===== config.mk =====
export PLATFORM = sky130hd
export DESIGN_NAME = l2s_ctrl
export DESIGN_NICKNAME = d
export VERILOG_FILES = /design/src/hdl/l2s_pkg.sv /design/src/hdl/l2s_ctrl.sv
export SDC_FILE = /design/constraint.sdc
export NUM_CORES = 1
export LEC_CHECK = 0
export ABC_AREA = 0
export BUFFER_PORTS_ARGS = -buffer_cell sky130_fd_sc_hd__buf_2
export CAP_MARGIN = 20
export CORE_AREA = 2 2 39 41
export DETAILED_ROUTE_END_ITERATION = 6
export DIE_AREA = 0 0 41 43
export SYNTH_ARGS = -nofsm -noshare
export SYNTH_HDL_FRONTEND = slang
export SYNTH_SLANG_ARGS = --single-unit

===== constraint.sdc =====
create_clock -name clock -period 1.02 [get_ports clock]
set_clock_uncertainty 0.1 [all_clocks]
set_input_delay 0.204 -clock clock [delete_from_list [all_inputs] [get_ports clock]]
set_output_delay 0.204 -clock clock [all_outputs]
set_load 0.005 [all_outputs]

===== src/hdl/l2s_pkg.sv =====
// ----------------------------------------------------------------------------
// l2s_pkg: shared constants, types and curve node table
// Fixed-point formats, pipeline depth and the x^(5/12) node table built at
// elaboration for the linear to sRGB encoder.
// ----------------------------------------------------------------------------
package l2s_pkg;

   // Field formats
   localparam int CHAN_W         = 18;
   localparam int BYTE_W         = 8;
   localparam int FRAC_BITS      = 16;
   localparam int CURVE_SEGMENTS = 32;

   // Octaves of the raw input code covered by the curve table
   localparam int E_LO = FRAC_BITS - 9;
   localparam int E_HI = 16;
   localparam int NOCT = E_HI + 1 - E_LO;
   localparam int UX_W = E_HI + 1;

   // Lane pipeline depth; the last stage is the output register
   localparam int NUM_STAGES = 6;

   // Linear branch: 12.92 in Q16, rounding half up
   localparam int LIN_SHIFT  = 16;
   localparam int LIN_PROD_W = CHAN_W + 21;
   localparam int LIN_V_W    = LIN_PROD_W - LIN_SHIFT;
   localparam logic signed [LIN_PROD_W-1:0] LIN_GAIN = LIN_PROD_W'(846725);
   localparam logic signed [LIN_PROD_W-1:0] LIN_HALF = LIN_PROD_W'(32768);

   // Curve branch: 1.055 in Q30 and 0.055 in Q28
   localparam int GAIN_W     = 31;
   localparam int GAIN_SHIFT = 30;
   localparam logic [GAIN_W-1:0] GAIN_Q30 = GAIN_W'(1132797624);
   localparam int OFFSET_Q28 = 14763950;
   localparam int ENC_SH     = 28 - FRAC_BITS;
   localparam int ENC_RND    = 1 << (27 - FRAC_BITS);

   // Saturation bounds of the encoded value
   localparam int ENC_MAX = 131071;
   localparam int ENC_MIN = -131072;
   localparam int CMP_W   = 40;

   // Wide enough to hold a channel and the value one, with a sign bit
   localparam int CLAMP_W = ((FRAC_BITS + 1 > CHAN_W) ? FRAC_BITS + 1 : CHAN_W) + 1;
   localparam logic signed [CLAMP_W-1:0] ONE_CODE = CLAMP_W'(1) << FRAC_BITS;
   // Largest code for which x * 10^7 <= 31308 * 2^FRAC_BITS
   localparam longint THR_VAL = (64'd31308 << FRAC_BITS) / 64'd10000000;
   localparam logic signed [CLAMP_W-1:0] THR_CODE = CLAMP_W'(THR_VAL);

   localparam int BP_W = CLAMP_W + BYTE_W;

   function automatic logic [63:0] isqrt64(input logic [63:0] v_in);
      logic [63:0] v;
      logic [63:0] r;
      logic [63:0] b;
      v = v_in;
      r = '0;
      b = 64'h4000_0000_0000_0000;
      for (int i = 0; i < 32; i++) begin
         if (v >= r + b) begin
            v = v - (r + b);
            r = (r >> 1) + b;
         end else begin
            r = r >> 1;
         end
         b = b >> 2;
      end
      return r;
   endfunction

   function automatic logic [63:0] icbrt64(input logic [63:0] v);
      logic [63:0] lo;
      logic [63:0] hi;
      logic [63:0] mid;
      lo = '0;
      hi = (64'd1 << 21) - 64'd1;
      for (int i = 0; i < 22; i++) begin
         if (lo < hi) begin
            mid = (lo + hi + 64'd1) >> 1;
            if (mid * mid * mid <= v) begin
               lo = mid;
            end else begin
               hi = mid - 64'd1;
            end
         end
      end
      return lo;
   endfunction

   // x^(5/12) in Q28 as the product of x^(1/4) and x^(1/6)
   function automatic logic [63:0] curve_node(input logic [63:0] code);
      logic [63:0] w;
      logic [63:0] q4;
      logic [63:0] q6;
      w  = code << (54 - FRAC_BITS);
      q4 = isqrt64(isqrt64(w) << 27);
      q6 = isqrt64(icbrt64(w) << 36);
      return (q4 * q6 + (64'd1 << 25)) >> 26;
   endfunction

   function automatic int calc_seg_bits();
      int k;
      k = 0;
      for (int i = 0; i < 8; i++) begin
         if (k + 1 <= E_LO && (longint'(2) << k) * NOCT <= CURVE_SEGMENTS) begin
            k = k + 1;
         end
      end
      return k;
   endfunction

   localparam int SEG_BITS = calc_seg_bits();
   localparam int NSEG     = 1 << SEG_BITS;
   localparam int S_MAX    = E_HI - SEG_BITS;
   localparam int NNODE    = NOCT * NSEG + 1;
   localparam int IDX_W    = $clog2(NNODE);
   localparam int OCT_W    = $clog2(NOCT);

   localparam logic [63:0] NODE_TOP = curve_node(64'd1 << (E_HI + 1));
   localparam int NODE_W = $clog2(NODE_TOP + 64'd1);
   localparam int YG_W   = GAIN_W + NODE_W - GAIN_SHIFT;
   localparam int V_W    = YG_W + 1 - ENC_SH;

   typedef logic [NODE_W-1:0] node_rom_type [NNODE];

   // Node n sits at octave n / NSEG, segment n % NSEG; the last node closes
   // the top octave, and each octave's end node is the next octave's start.
   function automatic node_rom_type build_node_rom();
      node_rom_type rom;
      int o;
      int j;
      for (int n = 0; n < NNODE; n++) begin
         o = n >> SEG_BITS;
         j = n & (NSEG - 1);
         rom[n] = NODE_W'(curve_node((64'd1 << (E_LO + o)) +
                                     (64'(j) << (E_LO + o - SEG_BITS))));
      end
      return rom;
   endfunction

   localparam node_rom_type NODE_ROM = build_node_rom();

   typedef struct packed {
      logic                  clamp;
      logic [NUM_STAGES-1:0] load;
   } l2s_ctl_type;

endpackage


===== src/hdl/l2s_ctrl.sv =====
// ----------------------------------------------------------------------------
// l2s_ctrl: pipeline flow control and clamp register
// Tracks one valid bit per lane stage, lets bubbles collapse under a stalled
// output, and holds the clamp enable written through the CSR port.
// ----------------------------------------------------------------------------
module l2s_ctrl (
   input  logic                 clock,
   input  logic                 reset,
   input  logic                 req_valid,
   output logic                 req_stall,
   output logic                 rsp_valid,
   input  logic                 rsp_stall,
   input  logic                 csr_wr_en,
   input  logic                 csr_wr_data,
   output l2s_pkg::l2s_ctl_type ctl
);
   import l2s_pkg::*;

   logic [NUM_STAGES-1:0] vld_ff;
   logic [NUM_STAGES-1:0] vld_in;
   logic [NUM_STAGES-1:0] ready;
   logic [NUM_STAGES-1:0] up_vld;
   logic                  clamp_ff;
   logic                  clamp_in;

   // A stage can take a new item when it is empty or its contents move on.
   always_comb begin
      ready[NUM_STAGES-1] = !vld_ff[NUM_STAGES-1] || !rsp_stall;
      for (int k = NUM_STAGES - 2; k >= 0; k--) begin
         ready[k] = !vld_ff[k] || ready[k+1];
      end
   end

   assign up_vld   = {vld_ff[NUM_STAGES-2:0], req_valid};
   assign vld_in   = (ready & up_vld) | (~ready & vld_ff);
   assign clamp_in = csr_wr_en ? csr_wr_data : clamp_ff;

   always_ff @(posedge clock) begin
      if (reset) begin
         vld_ff   <= '0;
         clamp_ff <= 1'b1;
      end else begin
         vld_ff   <= vld_in;
         clamp_ff <= clamp_in;
      end
   end

   assign ctl.load   = ready & up_vld;
   assign ctl.clamp  = clamp_ff;
   assign req_stall  = !ready[0];
   assign rsp_valid  = vld_ff[NUM_STAGES-1];

endmodule


==> results.cfg <==
[outcome]
violations = negative setup slack
status = finished, violations left

[timing]
relSlewSlack = 0.879
whs_ps = 69.8
drv_slew = 0
timing.fmax_mhz = 745
setup_ws_ps = -322
tightest_slew_ps = 182
period_share = 1.32
min_period_ps = 1340
finalSetupViolations = 12
hold_viol = 0
rsz0062_at_grt = true

[placement]
place_congestion = 0.676
dp_hpwl_um = 542
port_buffers = 14

[setup_path]
critPathSlowestCell = dfxtp_4
max_stage_delay_ps = 360
path_cells = nand4_4 > o21a_1 > buf_2
end_kind = output port
ff2ff_setup_slack_ps = -190
criticalPathCategory = flop to output port
rr_worst_depth = 4
startpoint_type = flop
worstPathMaxFanout = 6
cp.arrival_ps = 1040
required_ps = 720

[die]
dieArea_mm2 = 0.00176
die_w_um = 41
die_height_um = 43
coreArea_mm2 = 0.00138
rows = 14
pin_count = 15
initial_utilization = 0.234

[power]
p_per_area_mw_per_mm2 = 1130
ir_worst_vdd_v = 0.000401
total_power_uw = 590
leakagePower_uw = 0.000235

[global_route]
grt_overflow_total = 0
use_met2 = 0.150
grt_util_all_layers = 0.0827
busiest_layer = met2
grt_pass1_wl_um = 1020
grt_max_degree = 10
antenna_found_initial = 0
grt_pass1_vias = 292
met1_usage = 0.0814
globalRouteMet3Util = 0.0314

[route]
ant_nets = 0
drt_wl_total_um = 684
drc = 0
drt_pre_antenna_iters = 4
vias = 323
vias_per_cell = 4.31
first_iter_violations = 2
wl_per_cell_um = 9.12

[clock_tree]
htreeDepth = 1
cts_buffer_depth = 2
cts_root_buffer = clkbuf_4
cts_buffers = 3
tritoncts = done
clock_sinks = 7
clkTransAtPathRegs_ps = 50
insertion_delay_ps = 240

[logic_synthesis]
syn_area_um2 = 324
syn-num-nets = 40
ys_seq_area_frac = 0.432
ys_ff_latch = 7
ys_types = 18
syn_avg_cell_area_um2 = 9.53
yosysWarnings = 0
synthCells = 34

[finish]
final_common_cell = buf_2
area_growth_pct = 61.0
diodes = 0
drive_gt1_frac = 0.593
nets = 66
layout_common_cells = 13 x buf_2, 9 x buf_4

[hold_path]
min_to = clamp_ff
hold_depth = 2
hold_class = primary input to flop
min_from = csr_wr_data

[flow_run]
maxCapViolations = 0
-- final cells by class --
type / count / area, um2
Fill cell: 151 / 862
Multi-Input combinational cell: 22 / 170
Sequential cell: 7 / 150
Timing Repair Buffer: 23 / 144
Clock buffer: 4 / 26.3
Tap cell: 16 / 20.0
Inverter: 3 / 11.3
-- worst max-delay path: cells and delay by family (launching register included) --
family	cells	cell delay, ps
flops	1	360
buf+inv	1	120
simple gates	1	120
compound gates	1	190
-- layer usage --
| layer | part of all wire | vias to the layer above |
|---|---|---|
| met5 | 0 | - |
| met4 | 0 | 0 |
| met3 | 0.058 | 0 |
| met1 | 0.40 | 149 |
| li1 | - | 167 |
| met2 | 0.54 | 7 |
-- cells in the mapped netlist --
| cell type | number | area, um2 |
|---|---|---|
| a21boi_0 | 1 | 7.51 |
| a21oi_1 | 3 | 15.0 |
| and2_1 | 1 | 6.26 |
| and2_2 | 1 | 7.51 |
| dfxtp_1 | 7 | 140 |
| nor2_1 | 2 | 7.51 |
| inv_1 | 3 | 11.3 |
| o32ai_2 | 1 | 16.3 |
| a211o_1 | 1 | 8.76 |
| buf_4 | 1 | 7.51 |
| o21a_1 | 3 | 22.5 |
| nand3_1 | 2 | 10.0 |
| nand4_4 | 1 | 21.3 |
| buf_2 | 1 | 5.00 |
| nand2_1 | 1 | 3.75 |
| nand2b_1 | 2 | 12.5 |
| o31ai_1 | 2 | 15.0 |
| nor2b_1 | 1 | 6.26 |
-- metrics by stage --
step	TNS [ps]	area [um2]	util	cells	worst slack (ps)
finish	-2580	522	0.377	75	-322
global route	-3460	522	0.377	75	-405
CTS	-2730	512	0.370	75	-330
detailed placement	-544	458	0.331	69	-105
global placement	-367	458	0.331	69	-79.8
floorplan	0	328	-	34	4.72
-- power by group --
| part | switching (uW) | internal (uW) |
|---|---|---|
| clock network | 94.2 | 149 |
| registers | 5.64 | 278 |
| logic | 26.7 | 35.8 |
| total | 127 | 463 |
-- worst max-delay path by stage --
stage	from	end	slack (ps)	cells past startpoint
6_report	flop	ctl[2]	-320	3
5_1_grt	flop	ctl[2]	-400	3
4_1_cts	flop	ctl[2]	-330	3
3_5_place_dp	flop	ctl[3]	-110	3
3_3_place_gp	flop	ctl[3]	-80	3
2_1_floorplan	flop	ctl[3]	5	2
-- logic make-up after synthesis --
group,count (synthesis),share of synthesized area
compound gates,11,0.263
buf+inv,5,0.0734
flops,7,0.432
simple gates,11,0.232
-- repair_timing --
action	4_1_cts	5_1_grt
buffers inserted	2	0
resized for setup	4	3
hold buffers	0	0
setup endpoints to repair	11	12
pin swaps	5	0
Note: power is estimated with default switching activity, not from simulation.
