[config.mk]
export PLATFORM = sky130hd
export DESIGN_NAME = l2s_lane
export DESIGN_NICKNAME = d
export VERILOG_FILES = /design/src/hdl/l2s_pkg.sv /design/src/hdl/l2s_lane.sv
export SDC_FILE = /design/constraint.sdc
export NUM_CORES = 2
export LEC_CHECK = 0
export BUFFER_PORTS_ARGS = -buffer_cell sky130_fd_sc_hd__buf_2
export CORE_MARGIN = 5
export CORE_UTILIZATION = 60
export DETAILED_ROUTE_END_ITERATION = 16
export GPL_TIMING_DRIVEN = 0
export PLACE_DENSITY_LB_ADDON = 0.05
export SLEW_MARGIN = 20
export SYNTH_ARGS = -nofsm -noshare
export SYNTH_HDL_FRONTEND = slang
export SYNTH_SLANG_ARGS = --single-unit
export TNS_END_PERCENT = 50
[constraint.sdc]
create_clock -name clock -period 20.9 [get_ports clock]
set_clock_uncertainty 0.2 [all_clocks]
set_input_delay 3.135 -clock clock [delete_from_list [all_inputs] [get_ports clock]]
set_output_delay 3.135 -clock clock [all_outputs]
set_load 0.01 [all_outputs]
[src/hdl/l2s_pkg.sv]
// ----------------------------------------------------------------------------
// l2s_pkg: shared constants, types and curve node table
// Fixed-point formats, pipeline depth and the x^(5/12) node table built at
// elaboration for the linear to sRGB encoder.
// ----------------------------------------------------------------------------
package l2s_pkg;

   // Field formats
   localparam int CHAN_W         = 18;
   localparam int BYTE_W         = 8;
   localparam int FRAC_BITS      = 16;
   localparam int CURVE_SEGMENTS = 32;

   // Octaves of the raw input code covered by the curve table
   localparam int E_LO = FRAC_BITS - 9;
   localparam int E_HI = 16;
   localparam int NOCT = E_HI + 1 - E_LO;
   localparam int UX_W = E_HI + 1;

   // Lane pipeline depth; the last stage is the output register
   localparam int NUM_STAGES = 6;

   // Linear branch: 12.92 in Q16, rounding half up
   localparam int LIN_SHIFT  = 16;
   localparam int LIN_PROD_W = CHAN_W + 21;
   localparam int LIN_V_W    = LIN_PROD_W - LIN_SHIFT;
   localparam logic signed [LIN_PROD_W-1:0] LIN_GAIN = LIN_PROD_W'(846725);
   localparam logic signed [LIN_PROD_W-1:0] LIN_HALF = LIN_PROD_W'(32768);

   // Curve branch: 1.055 in Q30 and 0.055 in Q28
   localparam int GAIN_W     = 31;
   localparam int GAIN_SHIFT = 30;
   localparam logic [GAIN_W-1:0] GAIN_Q30 = GAIN_W'(1132797624);
   localparam int OFFSET_Q28 = 14763950;
   localparam int ENC_SH     = 28 - FRAC_BITS;
   localparam int ENC_RND    = 1 << (27 - FRAC_BITS);

   // Saturation bounds of the encoded value
   localparam int ENC_MAX = 131071;
   localparam int ENC_MIN = -131072;
   localparam int CMP_W   = 40;

   // Wide enough to hold a channel and the value one, with a sign bit
   localparam int CLAMP_W = ((FRAC_BITS + 1 > CHAN_W) ? FRAC_BITS + 1 : CHAN_W) + 1;
   localparam logic signed [CLAMP_W-1:0] ONE_CODE = CLAMP_W'(1) << FRAC_BITS;
   // Largest code for which x * 10^7 <= 31308 * 2^FRAC_BITS
   localparam longint THR_VAL = (64'd31308 << FRAC_BITS) / 64'd10000000;
   localparam logic signed [CLAMP_W-1:0] THR_CODE = CLAMP_W'(THR_VAL);

   localparam int BP_W = CLAMP_W + BYTE_W;

   function automatic logic [63:0] isqrt64(input logic [63:0] v_in);
      logic [63:0] v;
      logic [63:0] r;
      logic [63:0] b;
      v = v_in;
      r = '0;
      b = 64'h4000_0000_0000_0000;
      for (int i = 0; i < 32; i++) begin
         if (v >= r + b) begin
            v = v - (r + b);
            r = (r >> 1) + b;
         end else begin
            r = r >> 1;
         end
         b = b >> 2;
      end
      return r;
   endfunction

   function automatic logic [63:0] icbrt64(input logic [63:0] v);
      logic [63:0] lo;
      logic [63:0] hi;
      logic [63:0] mid;
      lo = '0;
      hi = (64'd1 << 21) - 64'd1;
      for (int i = 0; i < 22; i++) begin
         if (lo < hi) begin
            mid = (lo + hi + 64'd1) >> 1;
            if (mid * mid * mid <= v) begin
               lo = mid;
            end else begin
               hi = mid - 64'd1;
            end
         end
      end
      return lo;
   endfunction

   // x^(5/12) in Q28 as the product of x^(1/4) and x^(1/6)
   function automatic logic [63:0] curve_node(input logic [63:0] code);
      logic [63:0] w;
      logic [63:0] q4;
      logic [63:0] q6;
      w  = code << (54 - FRAC_BITS);
      q4 = isqrt64(isqrt64(w) << 27);
      q6 = isqrt64(icbrt64(w) << 36);
      return (q4 * q6 + (64'd1 << 25)) >> 26;
   endfunction

   function automatic int calc_seg_bits();
      int k;
      k = 0;
      for (int i = 0; i < 8; i++) begin
         if (k + 1 <= E_LO && (longint'(2) << k) * NOCT <= CURVE_SEGMENTS) begin
            k = k + 1;
         end
      end
      return k;
   endfunction

   localparam int SEG_BITS = calc_seg_bits();
   localparam int NSEG     = 1 << SEG_BITS;
   localparam int S_MAX    = E_HI - SEG_BITS;
   localparam int NNODE    = NOCT * NSEG + 1;
   localparam int IDX_W    = $clog2(NNODE);
   localparam int OCT_W    = $clog2(NOCT);

   localparam logic [63:0] NODE_TOP = curve_node(64'd1 << (E_HI + 1));
   localparam int NODE_W = $clog2(NODE_TOP + 64'd1);
   localparam int YG_W   = GAIN_W + NODE_W - GAIN_SHIFT;
   localparam int V_W    = YG_W + 1 - ENC_SH;

   typedef logic [NODE_W-1:0] node_rom_type [NNODE];

   // Node n sits at octave n / NSEG, segment n % NSEG; the last node closes
   // the top octave, and each octave's end node is the next octave's start.
   function automatic node_rom_type build_node_rom();
      node_rom_type rom;
      int o;
      int j;
      for (int n = 0; n < NNODE; n++) begin
         o = n >> SEG_BITS;
         j = n & (NSEG - 1);
         rom[n] = NODE_W'(curve_node((64'd1 << (E_LO + o)) +
                                     (64'(j) << (E_LO + o - SEG_BITS))));
      end
      return rom;
   endfunction

   localparam node_rom_type NODE_ROM = build_node_rom();

   typedef struct packed {
      logic                  clamp;
      logic [NUM_STAGES-1:0] load;
   } l2s_ctl_type;

endpackage

[src/hdl/l2s_lane.sv]
// ----------------------------------------------------------------------------
// l2s_lane: one color channel of the sRGB encoder
// Six-stage datapath: clamp and octave search, node lookup and linear
// product, interpolation, gain, offset and saturation, byte conversion.
// ----------------------------------------------------------------------------
module l2s_lane (
   input  logic                                clock,
   input  l2s_pkg::l2s_ctl_type                ctl,
   input  logic signed [l2s_pkg::CHAN_W-1:0]   lin,
   output logic signed [l2s_pkg::CHAN_W-1:0]   enc,
   output logic        [l2s_pkg::BYTE_W-1:0]   enc_byte
);
   import l2s_pkg::*;

   // Stage 0: clamp, branch decision, leading-one search, normalize
   logic signed [CLAMP_W-1:0] xw;
   logic [UX_W-1:0]           ux;
   logic [UX_W-1:0]           ux_r;
   logic [OCT_W-1:0]          oct;
   logic [OCT_W-1:0]          norm_sh;
   logic                      s0_lin_in,  s0_lin_ff;
   logic signed [CHAN_W-1:0]  s0_x_in,    s0_x_ff;
   logic [OCT_W-1:0]          s0_oct_in,  s0_oct_ff;
   logic [UX_W-1:0]           s0_uxn_in,  s0_uxn_ff;

   always_comb begin
      xw = {{(CLAMP_W - CHAN_W){lin[CHAN_W-1]}}, lin};
      if (ctl.clamp) begin
         if (xw < 0) begin
            xw = '0;
         end else if (xw > ONE_CODE) begin
            xw = ONE_CODE;
         end
      end
      s0_lin_in = (xw <= THR_CODE);
      s0_x_in   = xw[CHAN_W-1:0];
   end

   // The curve branch only sees positive codes, so the low bits are the value.
   always_comb begin
      ux  = s0_x_in[UX_W-1:0];
      oct = '0;
      for (int b = E_LO + 1; b <= E_HI; b++) begin
         if (ux[b]) begin
            oct = OCT_W'(b - E_LO);
         end
      end
      ux_r      = (ux < (UX_W'(1) << E_LO)) ? (UX_W'(1) << E_LO) : ux;
      norm_sh   = OCT_W'(NOCT - 1) - oct;
      s0_oct_in = oct;
      s0_uxn_in = ux_r << norm_sh;
   end

   always_ff @(posedge clock) begin
      if (ctl.load[0]) begin
         s0_lin_ff <= s0_lin_in;
         s0_x_ff   <= s0_x_in;
         s0_oct_ff <= s0_oct_in;
         s0_uxn_ff <= s0_uxn_in;
      end
   end

   // Stage 1: node pair lookup and the linear product
   logic [IDX_W-1:0]               idx0;
   logic [IDX_W-1:0]               idx1;
   logic [NODE_W-1:0]              n0;
   logic [NODE_W-1:0]              n1;
   logic signed [LIN_PROD_W-1:0]   lin_prod;
   logic                           s1_lin_in,  s1_lin_ff;
   logic signed [LIN_V_W-1:0]      s1_linv_in, s1_linv_ff;
   logic [NODE_W-1:0]              s1_n0_in,   s1_n0_ff;
   logic [NODE_W-1:0]              s1_diff_in, s1_diff_ff;
   logic [S_MAX-1:0]               s1_r_in,    s1_r_ff;

   // After normalizing, the bits under the leading one give the segment and
   // the remainder, already aligned to the finest octave.
   always_comb begin
      idx0 = IDX_W'((IDX_W'(s0_oct_ff) << SEG_BITS) |
                    (IDX_W'(s0_uxn_ff >> S_MAX) & IDX_W'(NSEG - 1)));
      idx1 = IDX_W'(idx0 + IDX_W'(1));
      n0   = NODE_ROM[idx0];
      n1   = NODE_ROM[idx1];
      s1_n0_in   = n0;
      s1_diff_in = (n1 > n0) ? NODE_W'(n1 - n0) : '0;
      s1_r_in    = s0_uxn_ff[S_MAX-1:0];
      lin_prod   = LIN_PROD_W'(s0_x_ff) * LIN_GAIN + LIN_HALF;
      s1_linv_in = lin_prod[LIN_PROD_W-1:LIN_SHIFT];
      s1_lin_in  = s0_lin_ff;
   end

   always_ff @(posedge clock) begin
      if (ctl.load[1]) begin
         s1_lin_ff  <= s1_lin_in;
         s1_linv_ff <= s1_linv_in;
         s1_n0_ff   <= s1_n0_in;
         s1_diff_ff <= s1_diff_in;
         s1_r_ff    <= s1_r_in;
      end
   end

   // Stage 2: interpolation between the two nodes
   logic [NODE_W+S_MAX-1:0]   ip;
   logic                      s2_lin_in,  s2_lin_ff;
   logic signed [LIN_V_W-1:0] s2_linv_in, s2_linv_ff;
   logic [NODE_W-1:0]         s2_p_in,    s2_p_ff;

   always_comb begin
      ip         = (NODE_W + S_MAX)'(s1_diff_ff) * (NODE_W + S_MAX)'(s1_r_ff);
      s2_p_in    = NODE_W'(s1_n0_ff + ip[NODE_W+S_MAX-1:S_MAX]);
      s2_lin_in  = s1_lin_ff;
      s2_linv_in = s1_linv_ff;
   end

   always_ff @(posedge clock) begin
      if (ctl.load[2]) begin
         s2_lin_ff  <= s2_lin_in;
         s2_linv_ff <= s2_linv_in;
         s2_p_ff    <= s2_p_in;
      end
   end

   // Stage 3: scale by 1.055
   logic [GAIN_W+NODE_W-1:0]  gp;
   logic                      s3_lin_in,  s3_lin_ff;
   logic signed [LIN_V_W-1:0] s3_linv_in, s3_linv_ff;
   logic [YG_W-1:0]           s3_y_in,    s3_y_ff;

   always_comb begin
      gp         = (GAIN_W + NODE_W)'(GAIN_Q30) * (GAIN_W + NODE_W)'(s2_p_ff);
      s3_y_in    = gp[GAIN_W+NODE_W-1:GAIN_SHIFT];
      s3_lin_in  = s2_lin_ff;
      s3_linv_in = s2_linv_ff;
   end

   always_ff @(posedge clock) begin
      if (ctl.load[3]) begin
         s3_lin_ff  <= s3_lin_in;
         s3_linv_ff <= s3_linv_in;
         s3_y_ff    <= s3_y_in;
      end
   end

   // Stage 4: subtract 0.055, round to the output format, saturate
   logic [YG_W-1:0]          ys;
   logic [YG_W:0]            yr;
   logic [V_W-1:0]           vr;
   logic signed [CHAN_W-1:0] s4_enc_in, s4_enc_ff;

   always_comb begin
      ys = (s3_y_ff > YG_W'(OFFSET_Q28)) ? YG_W'(s3_y_ff - YG_W'(OFFSET_Q28)) : '0;
      yr = (YG_W + 1)'(ys) + (YG_W + 1)'(ENC_RND);
      vr = yr[YG_W:ENC_SH];
      if (s3_lin_ff) begin
         if (s3_linv_ff > LIN_V_W'(ENC_MAX)) begin
            s4_enc_in = CHAN_W'(ENC_MAX);
         end else if (s3_linv_ff < LIN_V_W'(ENC_MIN)) begin
            s4_enc_in = CHAN_W'(ENC_MIN);
         end else begin
            s4_enc_in = s3_linv_ff[CHAN_W-1:0];
         end
      end else begin
         if (CMP_W'(vr) > CMP_W'(ENC_MAX)) begin
            s4_enc_in = CHAN_W'(ENC_MAX);
         end else begin
            s4_enc_in = CHAN_W'(vr);
         end
      end
   end

   always_ff @(posedge clock) begin
      if (ctl.load[4]) begin
         s4_enc_ff <= s4_enc_in;
      end
   end

   // Stage 5: unit-range clamp, times 255, truncate; output register
   logic signed [CLAMP_W-1:0] cw;
   logic [BP_W-1:0]           bprod;
   logic signed [CHAN_W-1:0]  out_enc_in,  out_enc_ff;
   logic [BYTE_W-1:0]         out_byte_in, out_byte_ff;

   always_comb begin
      cw = {{(CLAMP_W - CHAN_W){s4_enc_ff[CHAN_W-1]}}, s4_enc_ff};
      if (cw < 0) begin
         cw = '0;
      end else if (cw > ONE_CODE) begin
         cw = ONE_CODE;
      end
      bprod       = (BP_W'(unsigned'(cw)) << BYTE_W) - BP_W'(unsigned'(cw));
      out_byte_in = bprod[FRAC_BITS +: BYTE_W];
      out_enc_in  = s4_enc_ff;
   end

   always_ff @(posedge clock) begin
      if (ctl.load[5]) begin
         out_enc_ff  <= out_enc_in;
         out_byte_ff <= out_byte_in;
      end
   end

   assign enc      = out_enc_ff;
   assign enc_byte = out_byte_ff;

endmodule
==> summary.md <==
| Metric | Value |
|---|---|
| Most frequent cells in the layout | inv_1 (912), fa_1 (774), ha_1 (676), nand2_1 (380), edfxtp_1 (287) |
| Wirelength per Cell | 20.10 microns |
| Mapped Nets | 6,139 |
| Fillers | 6,690 |
| Die Y | 291.4 microns |
| Synth Cell Area | 47,500 sq um |
| Die ar. | 84,890 sq um |
| Synthesis-to-finish area growth | 5.540% |
| Outcome | finished, final reports clean |
| RR Startpoint | s1_r_ff[5] |
| FP Rows | 103 |
| All-layer global routing usage | 28.18% |
| Most used cell, CP | fa_1 |
| Root buffer cell | clkbuf_16 |
| Largest cells by area after synthesis | fa_1 (33%), edfxtp_1 (18%), ha_1 (18%) |
| Register bit total from synthesis | 287 |
| Kind of critical path | register to register |
| Fin area | 50,130 sq um |
| Number of synthesized flops with an enable pin | 287 |
| CTS tree | done |
| Synth area leader | fa_1 |
| Ys async rst share | 0% |
| Maximum clock path buffer count | 3 |
| Vias/cell | 5.622 |
| Gpl congestion | 0.9756 |
| Largest stage delay on the critical path | 0.61 ns |
| Vias in the first global route | 34,574 |
| Hold Path Origin | s0_uxn_ff[5] |
| Clock sink total | 287 |
| DP HPWL | 99.58 mm |
| Core Region | 78,740 sq um |
| Final min period | 10.81 ns |
| Total CTS buffers | 30 |
| Total negative slack | 0 ns |
| Syn_area_per_cell | 10.19 sq um |
| H-tree depth | 1 |
| WP data required | 21.03 ns |
| Critical Path End Type | register |
| Final Setup Violations | 0 |
| Crit path max fanout | 10 |
| Startpoint Class | register |
| Final nets | 6,223 |
| Die span in x | 291.4 microns |
| DRT iter0 DRCs | 2,097 |
| Area of the multi-input gates | 34,860 sq um |
| Slew at the pin closest to its max-slew limit | 1.057 ns |
| FF/Latch Area | 8618 sq um |
| Largest net degree at the start of global routing | 70 |
| Crit share post-route | 51.72% |
| Register area share after synthesis | 18.14% |
| Final Hold Fails | 0 |
| Top Ports | 52 |
| Yosys warns | 0 |
| Starting Density | 60.32% |
| Latest clock arrival within the worst-skew pair | 0.61 ns |
| WP data arrival | 10.94 ns |
| Slew HR | 29.50% |
| GRT overflow | 0 |
| Vias post-DR | 32,731 |
| Commonest non-fill, non-tap cell in the layout | inv_1 |
| Post-cts sizing count | 0 |
| Port-buffer cells | 51 |
| CP max-delay cell | clkbuf_1 |
| DRT antenna net count | 0 |
| Layout cells sized above 1 | 3.523% |
| Number of remaining DRC errors | 0 |
| CP Launch Point | s1_r_ff[5] |
| 1st-pass router iterations | 6 |
| Synth top area share | 32.62% |
| Hold_buf cts | 0 |
| Max Clock Freq | 0.09252 GHz |
| Max_cap viols | 0 |
| Pins over their slew limit | 0 |
| Post-CTS Setup Inserts | 0 |
| Syn Inst Count | 4,663 |
| DRT Wirelength | 117.1 mm |
| RSZ-0062 raised after global routing | no |
| First-pass GRT wire length | 190.2 mm |
| Worst hold path type | register to register |
| Cell variety after synth | 90 |
| Initial antenna violation count | 5 |
| Clk pin slew, worst setup/hold paths | 0.07 ns |
| Dominant synthesized flop cell | edfxtp_1 |
| Post-DP Area | 49,100 sq um |
## kinds of logic after synthesis
logic type | count (synthesis) | share of synthesized area [%]
mux | 34 | 0.7323
compound gates | 656 | 9.012
flops | 287 | 18.14
simple gates | 1031 | 10.57
fa+ha+maj | 1450 | 50.43
xor+xnor | 144 | 2.655
buf+inv | 1061 | 8.451
## metal layers
layer	share of wire [%]	global-route usage, %	wire length, microns	vias to the layer above
met5	0.11	0	126	-
li1	-	-	-	15269
met1	43	39.80	50570	16246
met2	47	45.77	54640	971
met3	6.1	3.891	7109	239
met4	3.9	8.912	4613	6
## through the flow
stage | setup slack (ns) | utilization (%) | hold slack [ns] | instances
after floorplan | 12.49 | - | 0.2003 | 4663
after global placement | 10.23 | 62.31 | 0.2008 | 5764
after detailed placement | 10.06 | 62.36 | 0.2045 | 5765
after CTS | 10.02 | 63.65 | 0.2183 | 5819
after global routing | 9.295 | 63.65 | 0.2182 | 5819
final | 10.09 | 63.66 | 0.2135 | 5822
## critical path: cells and delay by family, from the launching register on
family | cells | cell delay (ns)
AOI/OAI and AO/OA | 14 | 3.83
buffers and inverters | 6 | 1.61
adders and majority gates | 8 | 3.84
and+or+nand+nor | 4 | 0.53
xor gates and xnor gates | 1 | 0.09
DFF | 1 | 0.41
## path summary, 6_finish.rpt
kind | slack (ns) | endpoint | cells past startpoint
worst min register to register | 0.21 | s1_r_ff[5] | 0
worst min-delay path | 0.21 | s1_r_ff[5] | 0
worst max-delay path | 10.09 | s2_p_ff[27] | 33
worst max register to register | 10.09 | s2_p_ff[27] | 33
## final cells by class
| class | instances | share of cell area (%) |
|---|---|---|
| Multi-Input combinational cell | 3315 | 69.55 |
| Sequential cell | 287 | 17.19 |
| Inverter | 913 | 6.837 |
| Tap cell | 1050 | 2.621 |
| Clock buffer | 34 | 1.528 |
| Buffer | 148 | 1.171 |
| Timing Repair Buffer | 52 | 0.5816 |
| Clock inverter | 20 | 0.5042 |
| Antenna cell | 3 | 0.01498 |
## registers in the layout (all words and copies together) (netlist names), 4 cells and up
register / cells
out_enc_in: 18
s0_oct_ff: 4
s2_linv_ff: 23
enc_byte: 8
s1_r_ff: 15
s0_uxn_ff: 16
s1_linv_ff: 23
s2_p_ff: 29
enc: 18
s1_diff_ff: 29
s0_x_ff: 18
s3_y_ff: 30
s3_linv_ff: 23
s1_n0_ff: 29
## cells in the mapped netlist, types with 4 or more instances
master and number:
a211o_1 7, a211oi_1 19, a21boi_0 4, a21o_1 75, a21oi_1 219, a21oi_4 12
a221oi_1 7, a22oi_1 12, a31oi_1 21, and2_1 218, and3_1 18, and4_1 8
buf_1 6, buf_2 11, clkbuf_1 129, edfxtp_1 287, fa_1 774, ha_1 676
inv_1 912, mux2_2 6, mux2i_1 28, nand2_1 380, nand2b_1 19, nand3_1 50
nand3b_1 5, nand4_1 18, nor2_1 194, nor2b_1 29, nor3_1 39, nor3b_1 7
nor4_1 10, o211ai_1 13, o21a_1 43, o21ai_0 122, o21ai_1 10, o21bai_1 19
o22ai_1 13, o31a_1 4, o31ai_1 8, or2_2 10, or3_1 6, or4_1 6
xnor2_1 89, xor2_1 55
Power is left out: the tool's default activity adds up to more than one toggle a clock period on the data nets, which glitch-free logic cannot reach.
